===== config.mk =====
export PLATFORM = sky130hd
export DESIGN_NAME = audio_container_sniffer_unit
export DESIGN_NICKNAME = d
export VERILOG_FILES = /design/src/hw/rtl/acs_pkg.sv /design/src/hw/rtl/audio_container_sniffer_unit.sv /design/src/hw/rtl/acs_tag_walker.sv
export SDC_FILE = /design/constraint.sdc
export NUM_CORES = 1
export LEC_CHECK = 0
export BUFFER_PORTS_ARGS = -buffer_cell sky130_fd_sc_hd__buf_2
export CORE_MARGIN = 1
export CORE_UTILIZATION = 45
export CTS_CLUSTER_DIAMETER = 50
export DETAILED_ROUTE_END_ITERATION = 12
export HOLD_SLACK_MARGIN = 0.06
export PLACE_DENSITY_LB_ADDON = 0.05
export SYNTH_ARGS = -nofsm -noshare
export SYNTH_HDL_FRONTEND = slang
export SYNTH_SLANG_ARGS = --single-unit

===== constraint.sdc =====
create_clock -name i_clk -period 5.9 [get_ports i_clk]
set_input_delay 0.295 -clock i_clk [delete_from_list [all_inputs] [get_ports i_clk]]
set_output_delay 0.295 -clock i_clk [all_outputs]
set_load 0.02 [all_outputs]

===== src/hw/rtl/acs_pkg.sv =====
// Package for the audio container sniffer: format codes, magic numbers,
// shared structs and the header classifier function.
// No dependencies; imported by acs_tag_walker and audio_container_sniffer_unit.
`timescale 1ns / 1ps

package acs_pkg;

    typedef enum logic [3:0] {
        FMT_UNKNOWN = 4'd0,
        FMT_WAV     = 4'd1,
        FMT_FLAC    = 4'd2,
        FMT_OGG     = 4'd3,
        FMT_AIFF    = 4'd4,
        FMT_M4A     = 4'd5,
        FMT_MP3     = 4'd6,
        FMT_AAC     = 4'd7,
        CLS_ID3     = 4'd8
    } t_fmt;

    typedef enum logic [1:0] {
        PH_HEAD = 2'd0,
        PH_WALK = 2'd1,
        PH_WAIT = 2'd2
    } t_phase;

    localparam logic [3:0] DECL_AUTO = 4'd0;
    localparam logic [3:0] DECL_OGG  = 4'd3;
    localparam logic [3:0] DECL_OPUS = 4'd8;

    localparam logic [31:0] MAGIC_RIFF = "RIFF";
    localparam logic [31:0] MAGIC_FLAC = "fLaC";
    localparam logic [31:0] MAGIC_OGGS = "OggS";
    localparam logic [31:0] MAGIC_FORM = "FORM";
    localparam logic [31:0] MAGIC_AIFF = "AIFF";
    localparam logic [31:0] MAGIC_AIFC = "AIFC";
    localparam logic [31:0] MAGIC_FTYP = "ftyp";
    localparam logic [23:0] MAGIC_ID3  = "ID3";

    localparam logic [7:0] SYNC_BYTE     = 8'hff;
    localparam logic [7:0] ADTS_MASK     = 8'hf6;
    localparam logic [7:0] ADTS_VALUE    = 8'hf0;
    localparam logic [7:0] MPEG_MASK     = 8'he0;
    localparam logic [7:0] MPEG_LAYER    = 8'h06;
    localparam logic [7:0] SYNCSAFE_MASK = 8'h80;

    // Header bytes the classifier looks at
    localparam int unsigned CLS_BYTES = 12;
    // ID3v2 tag header length, and the extra footer length
    localparam int unsigned TAG_HDR_BYTES = 10;
    localparam logic [28:0] TAG_FOOTER    = 29'd10;

    typedef logic [CLS_BYTES-1:0][7:0] t_hdr_view;

    typedef struct packed {
        logic step;     // walker consumes the byte this cycle
        logic restart;  // byte is the first of a file
        logic last;     // byte is the last of the file
    } t_walk_ctrl;

    typedef struct packed {
        logic hit;      // walk finished with this byte (or earlier)
        t_fmt fmt;
    } t_walk_res;

    // First match wins; ge* say whether the file holds that many bytes.
    function automatic t_fmt classify(input t_hdr_view b, input logic ge2,
                                      input logic ge3, input logic ge4,
                                      input logic ge12);
        logic [31:0] w0;
        logic [31:0] w1;
        logic [31:0] w2;
        t_fmt        f;
        w0 = {b[0], b[1], b[2], b[3]};
        w1 = {b[4], b[5], b[6], b[7]};
        w2 = {b[8], b[9], b[10], b[11]};
        f  = FMT_UNKNOWN;
        if (ge4 && w0 == MAGIC_RIFF) begin
            f = FMT_WAV;
        end else if (ge4 && w0 == MAGIC_FLAC) begin
            f = FMT_FLAC;
        end else if (ge4 && w0 == MAGIC_OGGS) begin
            f = FMT_OGG;
        end else if (ge12 && w0 == MAGIC_FORM &&
                     (w2 == MAGIC_AIFF || w2 == MAGIC_AIFC)) begin
            f = FMT_AIFF;
        end else if (ge12 && w1 == MAGIC_FTYP) begin
            f = FMT_M4A;
        end else if (ge3 && w0[31:8] == MAGIC_ID3) begin
            f = CLS_ID3;
        end else if (ge2 && b[0] == SYNC_BYTE && (b[1] & ADTS_MASK) == ADTS_VALUE) begin
            f = FMT_AAC;
        end else if (ge2 && b[0] == SYNC_BYTE && (b[1] & MPEG_MASK) == MPEG_MASK &&
                     (b[1] & MPEG_LAYER) != 8'd0) begin
            f = FMT_MP3;
        end
        return f;
    endfunction

endpackage


===== src/hw/rtl/audio_container_sniffer_unit.sv =====
// Top level of the audio container sniffer: input register, header
// classifier, ID3v2 tag walk, and result register. Depends on acs_pkg and
// acs_tag_walker.
`timescale 1ns / 1ps

// Feed a file one byte per transfer, with i_is_last high on its final byte.
// The unit takes one byte every cycle: each byte passes an input register and
// one stage of compare-and-count logic, and a result is loaded into the result
// register as the deciding byte leaves the input register. The input side
// stalls only while the result register is full and the output side stalls.
// The first HEADER_BYTES bytes (or the whole file, if shorter) are gathered
// and classified: RIFF, fLaC, OggS, FORM/AIFF or AIFC, ftyp at offset 4, ID3,
// ADTS sync, MPEG sync, in that priority. ID3 files go through a tag walk
// that runs alongside the header from byte zero, skipping chained ID3v2 tags
// (synchsafe size, plus 10 bytes when the footer flag is set); the bytes after
// the last tag decide FLAC ("fLaC") or MP3. Exactly one result transfer is
// made per file; bytes after the result up to the last one are dropped.
// i_cfg_wr_data sets the declared format (0 auto ... 8 opus); write it only
// while the unit is idle. o_declared_ok flags a match, with Ogg also matching
// a declared Opus.
module audio_container_sniffer_unit #(
    parameter int unsigned HEADER_BYTES = 12
) (
    input  logic       i_clk,
    input  logic       i_rst_n,
    input  logic       i_cfg_wr_en,
    input  logic [3:0] i_cfg_wr_data,
    input  logic       i_valid,
    output logic       o_stall,
    input  logic [7:0] i_data_byte,
    input  logic       i_is_last,
    output logic       o_valid,
    input  logic       i_stall,
    output logic [2:0] o_format_code,
    output logic       o_declared_ok
);
    import acs_pkg::*;

    localparam int unsigned POS_W = $clog2(HEADER_BYTES + 1);
    localparam int unsigned IDX_W = $clog2(HEADER_BYTES);

    // Configuration
    logic [3:0] r_declared_format;

    // Input register
    logic       r_in_valid;
    logic [7:0] r_in_byte;
    logic       r_in_last;

    // Control state
    t_phase     r_phase, n_phase;
    logic [POS_W-1:0] r_pos, n_pos;
    logic [7:0] r_hdr [HEADER_BYTES];

    // Result register
    logic       r_out_valid;
    logic [2:0] r_out_fmt;
    logic       r_out_ok;

    logic       advance, fire, in_take, load_out;
    logic [POS_W-1:0] n_cnt;
    logic       hdr_done;
    t_hdr_view  hv;
    t_fmt       cls, out_fmt;
    logic       out_ok;
    t_walk_ctrl walk_ctrl;
    t_walk_res  walk_res;

    // Handshake: hold a byte in the input register while the result
    // register is full and stalled.
    assign advance = !r_out_valid || !i_stall;
    assign fire    = r_in_valid && advance;
    assign o_stall = r_in_valid && !advance;
    assign in_take = i_valid && !o_stall;

    always_ff @(posedge i_clk) begin
        if (!i_rst_n) begin
            r_declared_format <= DECL_AUTO;
        end else if (i_cfg_wr_en) begin
            r_declared_format <= i_cfg_wr_data;
        end
    end

    always_ff @(posedge i_clk) begin
        if (!i_rst_n) begin
            r_in_valid <= 1'b0;
        end else if (in_take) begin
            r_in_valid <= 1'b1;
        end else if (fire) begin
            r_in_valid <= 1'b0;
        end
    end

    always_ff @(posedge i_clk) begin
        if (in_take) begin
            r_in_byte <= i_data_byte;
            r_in_last <= i_is_last;
        end
    end

    // Header view with the current byte dropped into its slot
    always_comb begin
        for (int i = 0; i < CLS_BYTES; i++) begin
            hv[i] = (r_pos == POS_W'(i)) ? r_in_byte : r_hdr[i];
        end
    end

    assign n_cnt    = r_pos + POS_W'(1);
    assign hdr_done = (n_cnt == POS_W'(HEADER_BYTES)) || r_in_last;
    assign cls      = classify(hv, n_cnt >= POS_W'(2), n_cnt >= POS_W'(3),
                               n_cnt >= POS_W'(4), n_cnt >= POS_W'(CLS_BYTES));

    // The tag walk runs on every byte of the file from byte zero, so by the
    // end of the header it already stands where a replay would leave it.
    assign walk_ctrl.step    = fire && (r_phase != PH_WAIT);
    assign walk_ctrl.restart = (r_phase == PH_HEAD) && (r_pos == '0);
    assign walk_ctrl.last    = r_in_last;

    acs_tag_walker u_walker (
        .i_clk   (i_clk),
        .i_rst_n (i_rst_n),
        .i_ctrl  (walk_ctrl),
        .i_data  (r_in_byte),
        .o_res   (walk_res)
    );

    always_ff @(posedge i_clk) begin
        if (!i_rst_n) begin
            r_phase <= PH_HEAD;
            r_pos   <= '0;
        end else begin
            r_phase <= n_phase;
            r_pos   <= n_pos;
        end
    end

    always_ff @(posedge i_clk) begin
        if (fire && r_phase == PH_HEAD && !hdr_done) begin
            r_hdr[r_pos[IDX_W-1:0]] <= r_in_byte;
        end
    end

    always_comb begin
        n_phase  = r_phase;
        n_pos    = r_pos;
        load_out = 1'b0;
        out_fmt  = FMT_UNKNOWN;
        if (fire) begin
            unique case (r_phase)
                PH_HEAD: begin
                    if (!hdr_done) begin
                        n_pos = n_cnt;
                    end else begin
                        n_pos = '0;
                        if (cls != CLS_ID3) begin
                            load_out = 1'b1;
                            out_fmt  = cls;
                        end else if (walk_res.hit) begin
                            load_out = 1'b1;
                            out_fmt  = walk_res.fmt;
                        end else begin
                            n_phase = PH_WALK;
                        end
                    end
                end
                PH_WALK: begin
                    if (walk_res.hit) begin
                        load_out = 1'b1;
                        out_fmt  = walk_res.fmt;
                    end
                end
                PH_WAIT: begin
                    // drop bytes until the end of the file
                    if (r_in_last) begin
                        n_phase = PH_HEAD;
                        n_pos   = '0;
                    end
                end
                default: begin
                    n_phase = PH_HEAD;
                    n_pos   = '0;
                end
            endcase
            if (load_out) begin
                n_phase = r_in_last ? PH_HEAD : PH_WAIT;
                n_pos   = '0;
            end
        end
    end

    always_comb begin
        if (r_declared_format == DECL_AUTO) begin
            out_ok = 1'b1;
        end else if (out_fmt == FMT_OGG) begin
            out_ok = (r_declared_format == DECL_OGG) || (r_declared_format == DECL_OPUS);
        end else begin
            out_ok = (r_declared_format == 4'(out_fmt));
        end
    end

    always_ff @(posedge i_clk) begin
        if (!i_rst_n) begin
            r_out_valid <= 1'b0;
        end else if (load_out) begin
            r_out_valid <= 1'b1;
        end else if (!i_stall) begin
            r_out_valid <= 1'b0;
        end
    end

    always_ff @(posedge i_clk) begin
        if (load_out) begin
            r_out_fmt <= out_fmt[2:0];
            r_out_ok  <= out_ok;
        end
    end

    assign o_valid       = r_out_valid;
    assign o_format_code = r_out_fmt;
    assign o_declared_ok = r_out_ok;

    a_no_result_in_wait: assert property (@(posedge i_clk) disable iff (!i_rst_n)
        load_out |-> r_phase != PH_WAIT)
        else $error("result produced while dropping the rest of a file");

    a_no_id3_code_out: assert property (@(posedge i_clk) disable iff (!i_rst_n)
        load_out |-> out_fmt != CLS_ID3)
        else $error("internal ID3 class leaked to the result");

    a_pos_in_range: assert property (@(posedge i_clk) disable iff (!i_rst_n)
        r_phase != PH_HEAD |-> r_pos == '0)
        else $error("header position not cleared outside header collection");

    a_wait_after_early_result: assert property (@(posedge i_clk) disable iff (!i_rst_n)
        load_out && !r_in_last |=> r_phase == PH_WAIT)
        else $error("no drop phase after a result ahead of the last byte");

    a_stall_only_when_full: assert property (@(posedge i_clk) disable iff (!i_rst_n)
        o_stall |-> r_out_valid && i_stall && r_in_valid)
        else $error("input stalled while the result register could take data");

endmodule


===== src/hw/rtl/acs_tag_walker.sv =====
// ID3v2 tag walker: gathers tag headers, skips tag bodies, decides FLAC or MP3.
// Depends on acs_pkg.
`timescale 1ns / 1ps

module acs_tag_walker (
    input  logic               i_clk,
    input  logic               i_rst_n,
    input  acs_pkg::t_walk_ctrl i_ctrl,
    input  logic [7:0]         i_data,
    output acs_pkg::t_walk_res o_res
);
    import acs_pkg::*;

    logic [3:0]  r_cnt, n_cnt;
    logic        r_skip, n_skip;
    logic [28:0] r_left, n_left;
    logic        r_done;
    t_fmt        r_fmt;
    logic [7:0]  r_tag [TAG_HDR_BYTES];

    logic                         e_done, e_skip;
    logic [3:0]                   e_cnt, cnt_inc;
    logic [TAG_HDR_BYTES-1:0][7:0] v;
    logic [27:0]                  size;
    logic [28:0]                  left_add, left_dec;
    logic                         is_id3, sync_ok, is_flac, hdr_branch;
    logic                         hit;
    t_fmt                         fmt;

    // A new file starts the walk fresh at a tag header
    assign e_done = r_done && !i_ctrl.restart;
    assign e_skip = r_skip && !i_ctrl.restart;
    assign e_cnt  = i_ctrl.restart ? 4'd0 : r_cnt;
    assign cnt_inc = e_cnt + 4'd1;

    always_comb begin
        for (int i = 0; i < TAG_HDR_BYTES; i++) begin
            v[i] = (e_cnt == 4'(i)) ? i_data : r_tag[i];
        end
    end

    assign size     = {v[6][6:0], v[7][6:0], v[8][6:0], v[9][6:0]};
    assign left_add = {1'b0, size} + (v[5][4] ? TAG_FOOTER : 29'd0);
    assign left_dec = r_left - 29'd1;
    assign is_id3   = {v[0], v[1], v[2]} == MAGIC_ID3;
    assign sync_ok  = ((v[6] | v[7] | v[8] | v[9]) & SYNCSAFE_MASK) == 8'd0;
    assign is_flac  = {v[0], v[1], v[2], v[3]} == MAGIC_FLAC;
    assign hdr_branch = !e_done && !e_skip;

    always_comb begin
        n_cnt  = e_cnt;
        n_skip = e_skip;
        n_left = r_left;
        hit    = 1'b0;
        fmt    = FMT_MP3;
        if (e_done) begin
            hit = 1'b1;
            fmt = r_fmt;
        end else if (e_skip) begin
            n_left = left_dec;
            if (left_dec == 29'd0) begin
                n_skip = 1'b0;
                n_cnt  = 4'd0;
            end
            hit = i_ctrl.last;
        end else begin
            n_cnt = cnt_inc;
            if (cnt_inc == 4'(TAG_HDR_BYTES)) begin
                if (is_id3 && sync_ok) begin
                    n_left = left_add;
                    if (left_add == 29'd0) begin
                        n_cnt = 4'd0;
                    end else begin
                        n_skip = 1'b1;
                    end
                    hit = i_ctrl.last;
                end else begin
                    hit = 1'b1;
                    fmt = is_flac ? FMT_FLAC : FMT_MP3;
                end
            end else begin
                hit = i_ctrl.last;
                fmt = (cnt_inc >= 4'd4 && is_flac) ? FMT_FLAC : FMT_MP3;
            end
        end
    end

    assign o_res.hit = hit;
    assign o_res.fmt = fmt;

    always_ff @(posedge i_clk) begin
        if (!i_rst_n) begin
            r_cnt  <= 4'd0;
            r_skip <= 1'b0;
            r_left <= 29'd0;
            r_done <= 1'b0;
            r_fmt  <= FMT_UNKNOWN;
        end else if (i_ctrl.step) begin
            r_cnt  <= n_cnt;
            r_skip <= n_skip;
            r_left <= n_left;
            r_done <= hit;
            r_fmt  <= fmt;
        end
    end

    always_ff @(posedge i_clk) begin
        if (i_ctrl.step && hdr_branch && e_cnt < 4'(TAG_HDR_BYTES)) begin
            r_tag[e_cnt] <= i_data;
        end
    end

endmodule

==> reports/qor.txt <==
RR Endpoint = u_walker.r_cnt[3]
Main synth FF type = edfxtp_1
Die width = 167 um
Via count of the first global-routing pass = 9488
Crit start category = register
Relative slew margins = 32.7%
Dpl hpwl = 23300 um
Dpl cells = 1509
Clock buffer depth = 3
Die Ht = 167 um
Antenna Cells = 0
Pre-antenna DRT Iters = 5
Worst-margin pin slew = 0.995 ns
DP Area = 0.0127 mm^2
Number of CTS-inserted buffers = 30
Ports = 24
Initial antenna violation count = 0
Hold endpoint = r_declared_format[2]
Initial core utilization = 46.3%
Clock period minus worst slack = 5.40 ns
Routed vias/inst = 6.08
Final setup skew = 0.0185 ns
Critical path class = reg -> reg
Layout Nets = 1256
Share of the synthesized area in the top cell type = 42.9%
CTS tree = yes
Most instantiated cells after synthesis = 174 x edfxtp_1, 111 x nor2_1, 94 x nand2_1
Worst skew pair latency = 0.56 ns
Iteration-0 DRC Markers = 708
YS warnings = 0
Final WS setup = 0.495 ns
Routed WL = 33700 um
FF-to-FF path depth = 25
Layout cells sized above 1 = 11.5%
Area Growth Syn to Fin = 14.0%
Crit path capture type = register
Sink Count = 225
Tot GR Track Use = 24.5%
ANT nets after route = 0
Crit path arrival time = 5.85 ns
Slew Viols, Final = 0
HP Class = in -> reg
DRC violation count after routing = 0
FFs w/ async S/R, synth = 0%
Unrepaired setup endpoints after global routing = false
Cell taking the most area after synthesis = edfxtp_1
Routed WL per cell = 21.3 um
Max-cap violations = 0
#FFs+latches synth = 225
CP required = 6.35 ns
Routed via count = 9621
First-pass GRT wire length = 53300 um
Fmax = 0.185 GHz
Sequential area share after synthesis = 51.2%
Reg2reg setup slack = 0.50 ns
Post-synth EDFFs = 174
Fin util = 52.7%
Clock root buffer = clkbuf_16
Most frequent cell after synthesis = edfxtp_1
Std-Cell Core Area = 0.0264 mm^2
Hold Path Cell Cnt = 3
Crit-path slowest cell = dfxtp_1
GRT overflow = 0
Max Fanout on Critical Path = 9
Row cnt = 59
VDD IR max = 0.000223 V
Largest net degree at the start of global routing = 50
Post-synthesis cell count = 1176
Run status = completed
Hold path startpoint = i_cfg_wr_en
Final instance area = 0.0139 mm^2
Top cells by area, synth = edfxtp_1 43%, dfxtp_1 8.4%, mux2i_1 3.9%
TNS Setup = 0 ns
Synth cell types = 92
Synth Area per Inst = 10.4 um^2
IO Port Bufs = 23
Pwr Density = 268 mW/mm^2
Clock slew at reported path FFs = 0.06 ns
Worst slack, placed = 0.146 ns
CTS H-tree depth = 1
Die area = 0.0278 mm^2
Final Cycle Share = 91.6%
R2r startpoint = r_pos[0]
Cell Count, Final, Fillers Out = 1583
# setup viols final = 0
Final hold vios = 0
Leak Pwr = 4.88 nW
Area of the mapped netlist = 0.0122 mm^2
Slowest stage delay, CP = 0.49 ns
GP Congestion = 0.894
[flip-flops by register name (all words and copies together), names as in the netlist, 2 cells and up]
register	flops
r_in_byte	8
r_phase	2
u_walker.r_left	29
u_walker.r_cnt	4
u_walker.r_fmt	4
r_declared_format	4
o_format_code	3
r_hdr	96
u_walker.r_tag	65
r_pos	4
[cell type report]
cell class | count | area, um^2
Fill cell | 2362 | 12500
Sequential cell | 225 | 6250
Multi-Input combinational cell | 870 | 5610
Clock buffer | 35 | 779
Timing Repair Buffer | 70 | 508
Tap cell | 335 | 419
Clock inverter | 21 | 231
Inverter | 27 | 101
[kinds of logic after synthesis]
| kind of cell | share of synthesized area (%) |
|---|---|
| mux | 5.64 |
| simple gates | 22.5 |
| buf+inv | 3.03 |
| flops | 51.2 |
| xor+xnor | 2.73 |
| fa+ha+maj | 1.44 |
| other cells | 0.0308 |
| compound gates | 13.4 |
[critical path, delay by kind of cell, from the launching register on]
kind                       cells  cell delay, ns
and+or+nand+nor               11            2.09
adders and majority gates      4            1.02
AOI/OAI and AO/OA              5            0.94
buffers and inverters          4            0.51
DFF                            1            0.49
muxes                          1            0.25
[metal layers]
| layer | share of wire, % | wire (um) | track usage [%] | vias up |
|---|---|---|---|---|
| met4 | 2.9 | 990 | 8.05 | 0 |
| met5 | 0 | 0 | 0 | - |
| met3 | 4.8 | 1610 | 2.97 | 67 |
| li1 | - | - | - | 4576 |
| met1 | 44 | 14900 | 32.1 | 4690 |
| met2 | 48 | 16200 | 42.2 | 288 |
[layout by cell type, fill, tap and decap left out, types with 30 or more instances in the layout]
| cell type | synthesis | layout |
|---|---|---|
| a21oi_1 | 69 | 69 |
| nand3_1 | 42 | 42 |
| clkbuf_16 | 0 | 30 |
| edfxtp_1 | 174 | 174 |
| nor2_1 | 111 | 110 |
| mux2i_1 | 47 | 47 |
| o21ai_0 | 63 | 63 |
| dfxtp_1 | 51 | 51 |
| nand2_1 | 94 | 94 |
| buf_4 | 1 | 31 |
| nor3_1 | 37 | 37 |
[how the worst max path moves through the flow]
| stage | startpoint | endpoint | depth (start not counted) |
|---|---|---|---|
| detailed placement | r_pos[0] | u_walker.r_cnt[3] | 21 |
| global placement | r_pos[0] | u_walker.r_cnt[3] | 21 |
| floorplan | r_pos[0] | u_walker.r_cnt[3] | 24 |
| finish | r_pos[0] | u_walker.r_cnt[3] | 25 |
| CTS | r_pos[0] | u_walker.r_cnt[3] | 21 |
| global route | r_pos[0] | u_walker.r_cnt[3] | 25 |
[what timing repair did]
| item | 4_1_cts | 5_1_grt |
|---|---|---|
| resized for setup | 0 | 2 |
| hold endpoints to repair | 15 | 0 |
| hold buffers | 16 | 0 |
| setup buffers | 0 | 2 |
| endpoints found under the setup margin | 0 | 4 |
[power breakdown]
group	switching (W)	internal, W	leakage (nW)
clock	0.000717	0.00109	0.491
sequential	0.0000233	0.00173	2.00
combinational	0.000115	0.0000544	2.39
[through the flow]
stage	total power [W]	hold WS (ns)
final	0.00373	0.0695
after global routing	0.00384	0.0852
after CTS	0.00376	0.0605
after detailed placement	0.00194	0.464
after global placement	0.00194	0.460
after floorplan	0.00187	0.394
Note: power is estimated with default switching activity, not from simulation.
